## src/hdl/flea_pkg.sv

```systemverilog
`timescale 1ns / 1ps
`default_nettype none

package flea_pkg;

  localparam int unsigned DataW = 32;

  localparam logic [DataW-1:0] ResetV = 32'd314159;
  localparam logic [DataW-1:0] ResetW = 32'd265358;
  localparam logic [DataW-1:0] ResetX = 32'd932384;
  localparam logic [DataW-1:0] ResetY = 32'd643383;
  localparam logic [DataW-1:0] ResetZ = 32'd279502;

  localparam logic [DataW-1:0] WarmupSpan = 32'd1000;
  localparam logic [10:0]      WarmupBase = 11'd1000;

  // Request modes as carried on the input stream's tuser.
  typedef enum logic [2:0] {
    ModeReseed = 3'd0,
    ModeRaw    = 3'd1,
    ModeModulo = 3'd2,
    ModeMask   = 3'd3,
    ModeChance = 3'd4,
    ModePair   = 3'd5,
    ModeSpare6 = 3'd6,
    ModeSpare7 = 3'd7
  } mode_e;

  // Seed register indexes on the config channel.
  typedef enum logic {
    RegSeedFirst  = 1'b0,
    RegSeedSecond = 1'b1
  } seed_reg_e;

  typedef struct packed {
    logic [DataW-1:0] v;
    logic [DataW-1:0] w;
    logic [DataW-1:0] x;
    logic [DataW-1:0] y;
    logic [DataW-1:0] z;
  } words_t;

  // One generator step; the new y is the yielded word.
  function automatic words_t flea_advance(input words_t s);
    words_t n;
    n.v = s.w;
    n.w = s.x;
    n.x = {s.y[12:0], s.y[31:13]} + s.z;
    n.y = s.z ^ n.w;
    n.z = n.v + n.x;
    return n;
  endfunction

endpackage

`default_nettype wire

```

## src/hdl/flea_prng_32_with_ranges.sv

```systemverilog
`timescale 1ns / 1ps
`default_nettype none

// Five-word 32-bit pseudo-random generator with range helpers.
// Input stream: s_axis_tuser carries the mode, s_axis_tdata the operands.
// Modes: reseed, raw word, word mod limit, masked word, masked chance
// against a threshold, and a pair of distinct values below a limit.
// Output stream: one result transfer per input transfer, in order.
// Config channel: cfg_index_i 0 writes seed_first, 1 writes seed_second;
// always ready, write only while the block is idle.
// Throughput: one item at a time; s_axis_tready is high only in the
// idle state. Raw, mask and chance take one generator step; modulo uses
// the shared one-bit-per-cycle remainder unit once and pair twice
// (32 iterations per division). Reseed divides the seed sum by 1000, then
// runs 1000 to 1999 warm-up steps, one generator step per cycle.
// Reset loads the fixed starting words and clears both seeds; no item is
// pending. A stalled receiver holds the result in the output register;
// the next item may be taken meanwhile, but its result waits until the
// output register is free.
module flea_prng_32_with_ranges (
  input  wire logic         clk_i,
  input  wire logic         rst_ni,
  // Input stream
  input  wire logic         s_axis_tvalid,
  output logic              s_axis_tready,
  input  wire logic [95:0]  s_axis_tdata,  // limit[30:0], bit_mask[62:31],
                                           // threshold[93:63], zeros
  input  wire logic [2:0]   s_axis_tuser,  // mode[2:0]
  // Output stream
  output logic              m_axis_tvalid,
  input  wire logic         m_axis_tready,
  output logic [71:0]       m_axis_tdata,  // first_value[31:0],
                                           // second_value[62:32], hit[63],
                                           // bad_operand[64], zeros
  // Config write channel
  input  wire logic         cfg_valid_i,
  output logic              cfg_ready_o,
  input  wire logic         cfg_index_i,
  input  wire logic [31:0]  cfg_data_i
);
  import flea_pkg::*;

  typedef enum logic [2:0] {
    StIdle,
    StPair2,
    StSeedDiv,
    StWarm,
    StDiv1,
    StDiv2,
    StDone
  } state_e;

  // Input fields
  logic [30:0] limit;
  logic [31:0] bit_mask;
  logic [30:0] threshold;
  mode_e       mode;

  assign limit     = s_axis_tdata[30:0];
  assign bit_mask  = s_axis_tdata[62:31];
  assign threshold = s_axis_tdata[93:63];
  assign mode      = mode_e'(s_axis_tuser);

  // Seed registers
  logic [31:0] seed_first_q;
  logic [31:0] seed_second_q;

  assign cfg_ready_o = 1'b1;

  always_ff @(posedge clk_i or negedge rst_ni) begin
    if (!rst_ni) begin
      seed_first_q  <= '0;
      seed_second_q <= '0;
    end else if (cfg_valid_i) begin
      case (cfg_index_i)
        RegSeedFirst:  seed_first_q  <= cfg_data_i;
        RegSeedSecond: seed_second_q <= cfg_data_i;
        default: ;
      endcase
    end
  end

  // Sequencer state
  state_e      state_q;
  words_t      words_q;
  mode_e       mode_q;
  logic [30:0] limit_q;
  logic [31:0] r2_q;
  logic [31:0] first_q;
  logic [30:0] second_q;
  logic        hit_q;
  logic        bad_q;
  logic [10:0] warmup_count_q;
  logic [10:0] cnt_q;
  logic        div_start_q;
  logic [31:0] div_a_q;
  logic [31:0] div_b_q;
  logic        m_valid_q;
  logic [71:0] m_data_q;

  // Shared generator step and remainder unit
  words_t      adv;
  logic        div_done;
  logic [31:0] div_rem;
  logic [31:0] masked;
  logic [31:0] pair_sum;
  logic [31:0] pair_wrap;
  logic [10:0] cnt_d;

  always_comb begin
    adv       = flea_advance(words_q);
    masked    = adv.y & bit_mask;
    pair_sum  = first_q + div_rem + 32'd1;
    pair_wrap = (pair_sum >= {1'b0, limit_q}) ? pair_sum - {1'b0, limit_q} : pair_sum;
    cnt_d     = cnt_q + 11'd1;
  end

  flea_div u_div (
    .clk_i      (clk_i),
    .rst_ni     (rst_ni),
    .start_i    (div_start_q),
    .dividend_i (div_a_q),
    .divisor_i  (div_b_q),
    .done_o     (div_done),
    .rem_o      (div_rem)
  );

  assign s_axis_tready = (state_q == StIdle);

  always_ff @(posedge clk_i or negedge rst_ni) begin
    if (!rst_ni) begin
      state_q        <= StIdle;
      words_q        <= '{v: ResetV, w: ResetW, x: ResetX, y: ResetY, z: ResetZ};
      mode_q         <= ModeRaw;
      limit_q        <= '0;
      r2_q           <= '0;
      first_q        <= '0;
      second_q       <= '0;
      hit_q          <= 1'b0;
      bad_q          <= 1'b0;
      warmup_count_q <= '0;
      cnt_q          <= '0;
      div_start_q    <= 1'b0;
      div_a_q        <= '0;
      div_b_q        <= '0;
      m_valid_q      <= 1'b0;
      m_data_q       <= '0;
    end else begin
      div_start_q <= 1'b0;
      // Drop the result once the receiver takes it
      if (m_valid_q && m_axis_tready) begin
        m_valid_q <= 1'b0;
      end

      case (state_q)
        StIdle: begin
          if (s_axis_tvalid) begin
            mode_q   <= mode;
            limit_q  <= limit;
            first_q  <= '0;
            second_q <= '0;
            hit_q    <= 1'b0;
            bad_q    <= 1'b0;
            state_q  <= StDone;
            case (mode)
              ModeReseed: begin
                // Reload, add seeds, then size the warm-up by the seed sum
                words_q     <= '{v: ResetV, w: ResetW, x: ResetX + seed_second_q,
                                 y: ResetY, z: ResetZ + seed_first_q};
                div_start_q <= 1'b1;
                div_a_q     <= seed_first_q + seed_second_q;
                div_b_q     <= WarmupSpan;
                state_q     <= StSeedDiv;
              end
              ModeRaw: begin
                words_q <= adv;
                first_q <= adv.y;
              end
              ModeModulo: begin
                words_q <= adv;
                if (limit == '0) begin
                  bad_q <= 1'b1;
                end else begin
                  div_start_q <= 1'b1;
                  div_a_q     <= adv.y;
                  div_b_q     <= {1'b0, limit};
                  state_q     <= StDiv1;
                end
              end
              ModeMask: begin
                words_q <= adv;
                first_q <= masked;
              end
              ModeChance: begin
                words_q <= adv;
                first_q <= masked;
                hit_q   <= (masked < {1'b0, threshold});
              end
              ModePair: begin
                // Hold the first word; take the second step next cycle
                words_q <= adv;
                first_q <= adv.y;
                state_q <= StPair2;
              end
              default: ;
            endcase
          end
        end

        StPair2: begin
          words_q <= adv;
          r2_q    <= adv.y;
          if (limit_q < 31'd2) begin
            first_q <= '0;
            bad_q   <= 1'b1;
            state_q <= StDone;
          end else begin
            div_start_q <= 1'b1;
            div_a_q     <= first_q;
            div_b_q     <= {1'b0, limit_q};
            state_q     <= StDiv1;
          end
        end

        StSeedDiv: begin
          if (div_done) begin
            warmup_count_q <= {1'b0, div_rem[9:0]} + WarmupBase;
            cnt_q          <= '0;
            state_q        <= StWarm;
          end
        end

        StWarm: begin
          // Advance once per cycle until the warm-up count is reached
          words_q <= adv;
          cnt_q   <= cnt_d;
          if (cnt_d == warmup_count_q) begin
            state_q <= StDone;
          end
        end

        StDiv1: begin
          if (div_done) begin
            first_q <= div_rem;
            if (mode_q == ModePair) begin
              div_start_q <= 1'b1;
              div_a_q     <= r2_q;
              div_b_q     <= {1'b0, limit_q - 31'd1};
              state_q     <= StDiv2;
            end else begin
              state_q <= StDone;
            end
          end
        end

        StDiv2: begin
          if (div_done) begin
            second_q <= pair_wrap[30:0];
            state_q  <= StDone;
          end
        end

        StDone: begin
          // Hold the result until the output register is free
          if (!m_valid_q || m_axis_tready) begin
            m_valid_q <= 1'b1;
            m_data_q  <= {7'b0, bad_q, hit_q, second_q, first_q};
            state_q   <= StIdle;
          end
        end

        default: state_q <= StIdle;
      endcase
    end
  end

  assign m_axis_tvalid = m_valid_q;
  assign m_axis_tdata  = m_data_q;

endmodule

`default_nettype wire

```

## src/hdl/flea_div.sv

```systemverilog
`timescale 1ns / 1ps
`default_nettype none

// Restoring remainder unit, one quotient bit per cycle.
module flea_div (
  input  wire logic                        clk_i,
  input  wire logic                        rst_ni,
  input  wire logic                        start_i,
  input  wire logic [flea_pkg::DataW-1:0]  dividend_i,
  input  wire logic [flea_pkg::DataW-1:0]  divisor_i,
  output logic                             done_o,
  output logic [flea_pkg::DataW-1:0]       rem_o
);
  import flea_pkg::*;

  localparam int unsigned CntW = $clog2(DataW);

  logic              busy_q;
  logic [CntW-1:0]   cnt_q;
  logic [DataW-1:0]  dvd_q;
  logic [DataW-1:0]  dsr_q;
  logic [DataW-1:0]  rem_q;
  logic              done_q;

  logic [DataW:0]    rem_sh;
  logic [DataW:0]    diff;
  logic [DataW-1:0]  rem_d;

  always_comb begin
    rem_sh = {rem_q, dvd_q[DataW-1]};
    diff   = rem_sh - {1'b0, dsr_q};
    rem_d  = diff[DataW] ? rem_sh[DataW-1:0] : diff[DataW-1:0];
  end

  always_ff @(posedge clk_i or negedge rst_ni) begin
    if (!rst_ni) begin
      busy_q <= 1'b0;
      cnt_q  <= '0;
      dvd_q  <= '0;
      dsr_q  <= '0;
      rem_q  <= '0;
      done_q <= 1'b0;
    end else if (start_i) begin
      busy_q <= 1'b1;
      cnt_q  <= '0;
      dvd_q  <= dividend_i;
      dsr_q  <= divisor_i;
      rem_q  <= '0;
      done_q <= 1'b0;
    end else if (busy_q) begin
      rem_q <= rem_d;
      dvd_q <= {dvd_q[DataW-2:0], 1'b0};
      cnt_q <= cnt_q + 1'b1;
      if (cnt_q == CntW'(DataW - 1)) begin
        busy_q <= 1'b0;
        done_q <= 1'b1;
      end
    end else begin
      done_q <= 1'b0;
    end
  end

  assign done_o = done_q;
  assign rem_o  = rem_q;

endmodule

`default_nettype wire
```

## config.mk

```make
export PLATFORM = sky130hd
export DESIGN_NAME = flea_prng_32_with_ranges
export DESIGN_NICKNAME = d
export VERILOG_FILES = /design/src/hdl/flea_pkg.sv /design/src/hdl/flea_prng_32_with_ranges.sv /design/src/hdl/flea_div.sv
export SDC_FILE = /design/constraint.sdc
export NUM_CORES = 2
export LEC_CHECK = 0
export BUFFER_PORTS_ARGS = -buffer_cell sky130_fd_sc_hd__buf_2
export CAP_MARGIN = 20
export CELL_PAD_IN_SITES_DETAIL_PLACEMENT = 1
export CELL_PAD_IN_SITES_GLOBAL_PLACEMENT = 2
export CORE_MARGIN = 4
export CORE_UTILIZATION = 35
export CTS_CLUSTER_DIAMETER = 40
export DETAILED_ROUTE_END_ITERATION = 12
export PLACE_DENSITY = 0.74
export SYNTH_ARGS = -nofsm -noshare
export SYNTH_HDL_FRONTEND = slang
export SYNTH_SLANG_ARGS = --single-unit
```

## constraint.sdc

```tcl
create_clock -name clk_i -period 5.35 [get_ports clk_i]
set_clock_uncertainty 0.05 [all_clocks]
set_input_delay 0.535 -clock clk_i [delete_from_list [all_inputs] [get_ports clk_i]]
set_output_delay 0.535 -clock clk_i [all_outputs]
set_load 0.02 [all_outputs]
```

==> reports/metrics.cfg <==
[outcome]
status = finished with violations
violations = setup timing

[detailed_routing]
antenna_left = 0
drt-total-wl_um = 145200
drc = 0
vias_per_cell = 5.557
first_pass_iters = 6
drtIter0Drc = 2178
vias = 33370
post_drt_wl_per_cell_um = 24.19

[global_routing]
antenna_found_initial = 7
grt_pass1_vias = 34610
track_usage_pct = 25.87
met1_usage_pct = 33.31
grt.busiest_layer = met2
grt-ovfl-total = 0
grt_use_met3_pct = 4.367
grt_max_degree = 149
grt_first_pass_wirelength_um = 220800
grt_use_met2_pct = 44.10

[floorplan]
die_h_um = 331.3
row_count = 118
ios = 212
die_area_mm2 = 0.1098
core-area_mm2 = 0.1036
fp.dieW_um = 331.3
start_util_pct = 35.30

[critical_path]
cp-end-kind = register
startpoint = u_div.rem_o[0]
worstPathArrival_ps = 5970
cp.required_ps = 5860
critical_path.max_fanout = 7
cpPeakStageDelay_ps = 560
worstSetupStartpointType = register
crit_slowest_cell = or4b_4
r2r-start = u_div.rem_o[0]
path_class = register to register

[timing]
rsz0062_at_grt = true
finalHoldViolCount = 0
fin_crit_ps = 5460
final.setup.tns_ps = -1936
fmax_ghz = 0.1832
setup_violations = 27
worstMarginPinSlew_ps = 1151
timing.final.crit_share_pct = 102.1
slew_viol_final = 0
layout_setup_ws_ps = -109.8
slew_headroom_pct = 22.69

[logic_synthesis]
ys_seq_area_share_pct = 39.79
syn_inst = 4093
netlist_area_mm2 = 0.03659
avgSynthCellArea_um2 = 8.939
synth-main-ff-cell = dfrtp_1
synth_edf_count = 0
ys_types = 82
ys_seq_elements = 580
async_flop_share_pct = 100.0
ys_warn_count = 0

[clock_tree]
ctsLongestPathBuffers = 3
cts_made_buffers = 121
cts_tree = done
clkLatencyLatePin_ps = 720
cts-root-buf = clkbuf_16
htreeDepth = 3
path_clk_slew_ps = 50
cts.sinks = 580

[placed_design]
place_congestion = 0.9013
place_hpwl_um = 109000
io_buffers = 201

[layout]
fin_nets = 4886
nFillCells = 11970
antenna_cells = 0
area.growth.synth_to_final_pct = 25.18
drive_above_1_share_pct = 20.44

[worst_hold_path]
worstHoldStart = s_axis_tdata[8]
hp-class = primary input to register

[flow_run]
maxCapViolCount = 0

[synthesized netlist by cell type, types with 96 or more instances]
master	count	area, µm²
a21oi_1	328	1642
clkbuf_1	165	619.3
dfrtp_1	544	13610
ha_1	223	2790
inv_1	149	559.3
mux2_2	127	1430
nand2_1	484	1817
nand3_1	96	480.5
nor2_1	340	1276
o21ai_0	346	1732
xnor2_1	143	1252
xor2_1	125	1095
[worst paths after layout]
| path | end | slack, ps | depth (start not counted) |
|---|---|---|---|
| max | second_q[16] | -110 | 28 |
| max in group asynchronous | u_div.dsr_q[27] | 3490 | 3 |
| min in group asynchronous | warmup_count_q[3] | 370 | 2 |
| min reg2reg | r2_q[17] | 430 | 2 |
| min | limit_q[8] | 40 | 3 |
| max reg2reg | second_q[16] | -110 | 28 |
[what timing repair did]
action / 4_1_cts / 5_1_grt
cloned: 1 / 1
endpoints found under the hold margin: 105 / 0
endpoints found under the setup margin: 31 / 40
setup buffers: 11 / 6
gates resized for setup: 19 / 49
hold buffers: 27 / 0
pin swaps: 11 / 29
[through the flow]
step	hold WS [ps]	util, %	worst slack, ps	instances	cell area, µm²
final	36.36	44.19	-109.8	6004	45800
after global routing	21.27	44.19	-342.0	6004	45800
after CTS	0.05701	43.92	7.922	5996	45520
after detailed placement	403.2	39.26	-311.4	5730	40690
after global placement	401.1	39.25	-352.4	5729	40680
after floorplan	189.4	-	376.6	4099	36610
[layout make-up]
cell class                 count  area [µm²]  share of cell area, %
clock buffer                 143        3231                  7.054
clock inverter                84        1119                  2.442
inverter                     150       564.3                  1.232
multi-input combinational   3169       21050                  45.96
sequential                   580       14570                  31.80
tap                         1380        1727                  3.770
timing repair buffer         498        3545                  7.739
[layout by cell type, fill, tap and decap left out, types with 25 or more instances in the layout]
cell type,count
dfstp_2,36
buf_4,251
nand2b_1,39
dfrtp_1,542
a22o_1,46
a211oi_1,37
xnor2_1,139
clkbuf_16,122
nand3_1,90
and3_1,30
and2_1,32
o211ai_1,27
nor3_1,69
mux2_2,127
inv_1,146
nand4_1,25
nand2_1,482
a21oi_1,320
nor2b_1,44
buf_2,200
mux2i_1,78
xor2_1,124
o21ai_1,40
o21ai_0,341
dlygate4sd3_1,27
o21a_1,34
a31oi_1,55
ha_1,221
a21o_1,73
nor2_1,332
[per-layer routing]
metal  wire (µm)  part of all wire [%]
met4        5261                   3.6
met5          13                0.0090
met1       62720                    43
met2       70200                    48
met3        7019                   4.8
[critical path, delay by kind of cell (launching register included)]
family | cells | cell delay (ps)
muxes | 1 | 180
buffers and inverters | 6 | 790
xor gates and xnor gates | 1 | 110
DFF | 1 | 390
AOI/OAI and AO/OA | 12 | 2150
and+or+nand+nor | 5 | 910
adders and majority gates | 3 | 720
[kinds of logic after synthesis]
logic type      after synthesis  synth area share, %
simple gates               1251                15.38
compound gates             1204                20.46
flops                       580                39.79
buf+inv                     350                3.765
xor+xnor                    269                6.477
fa+ha+maj                   229                7.954
mux                         208                6.152
other cells                   2              0.02053
[state kept, by name, indices dropped and copies added, names as in the netlist, 3 cells and up]
| signal | flops |
|---|---|
| m_axis_tdata | 65 |
| seed_second_q | 32 |
| second_q | 31 |
| r2_q | 32 |
| adv | 64 |
| first_q | 32 |
| div_a_q | 32 |
| u_div.cnt_q | 5 |
| u_div.dvd_q | 32 |
| warmup_count_q | 11 |
| limit_q | 31 |
| div_b_q | 31 |
| seed_first_q | 32 |
| words_q | 64 |
| mode_q | 3 |
| u_div.dsr_q | 31 |
| u_div.rem_o | 32 |
| state_q | 3 |
| cnt_q | 11 |
Power is not shown: default switching activity piles up to over one toggle a cycle in this logic, so the estimate is an artifact.
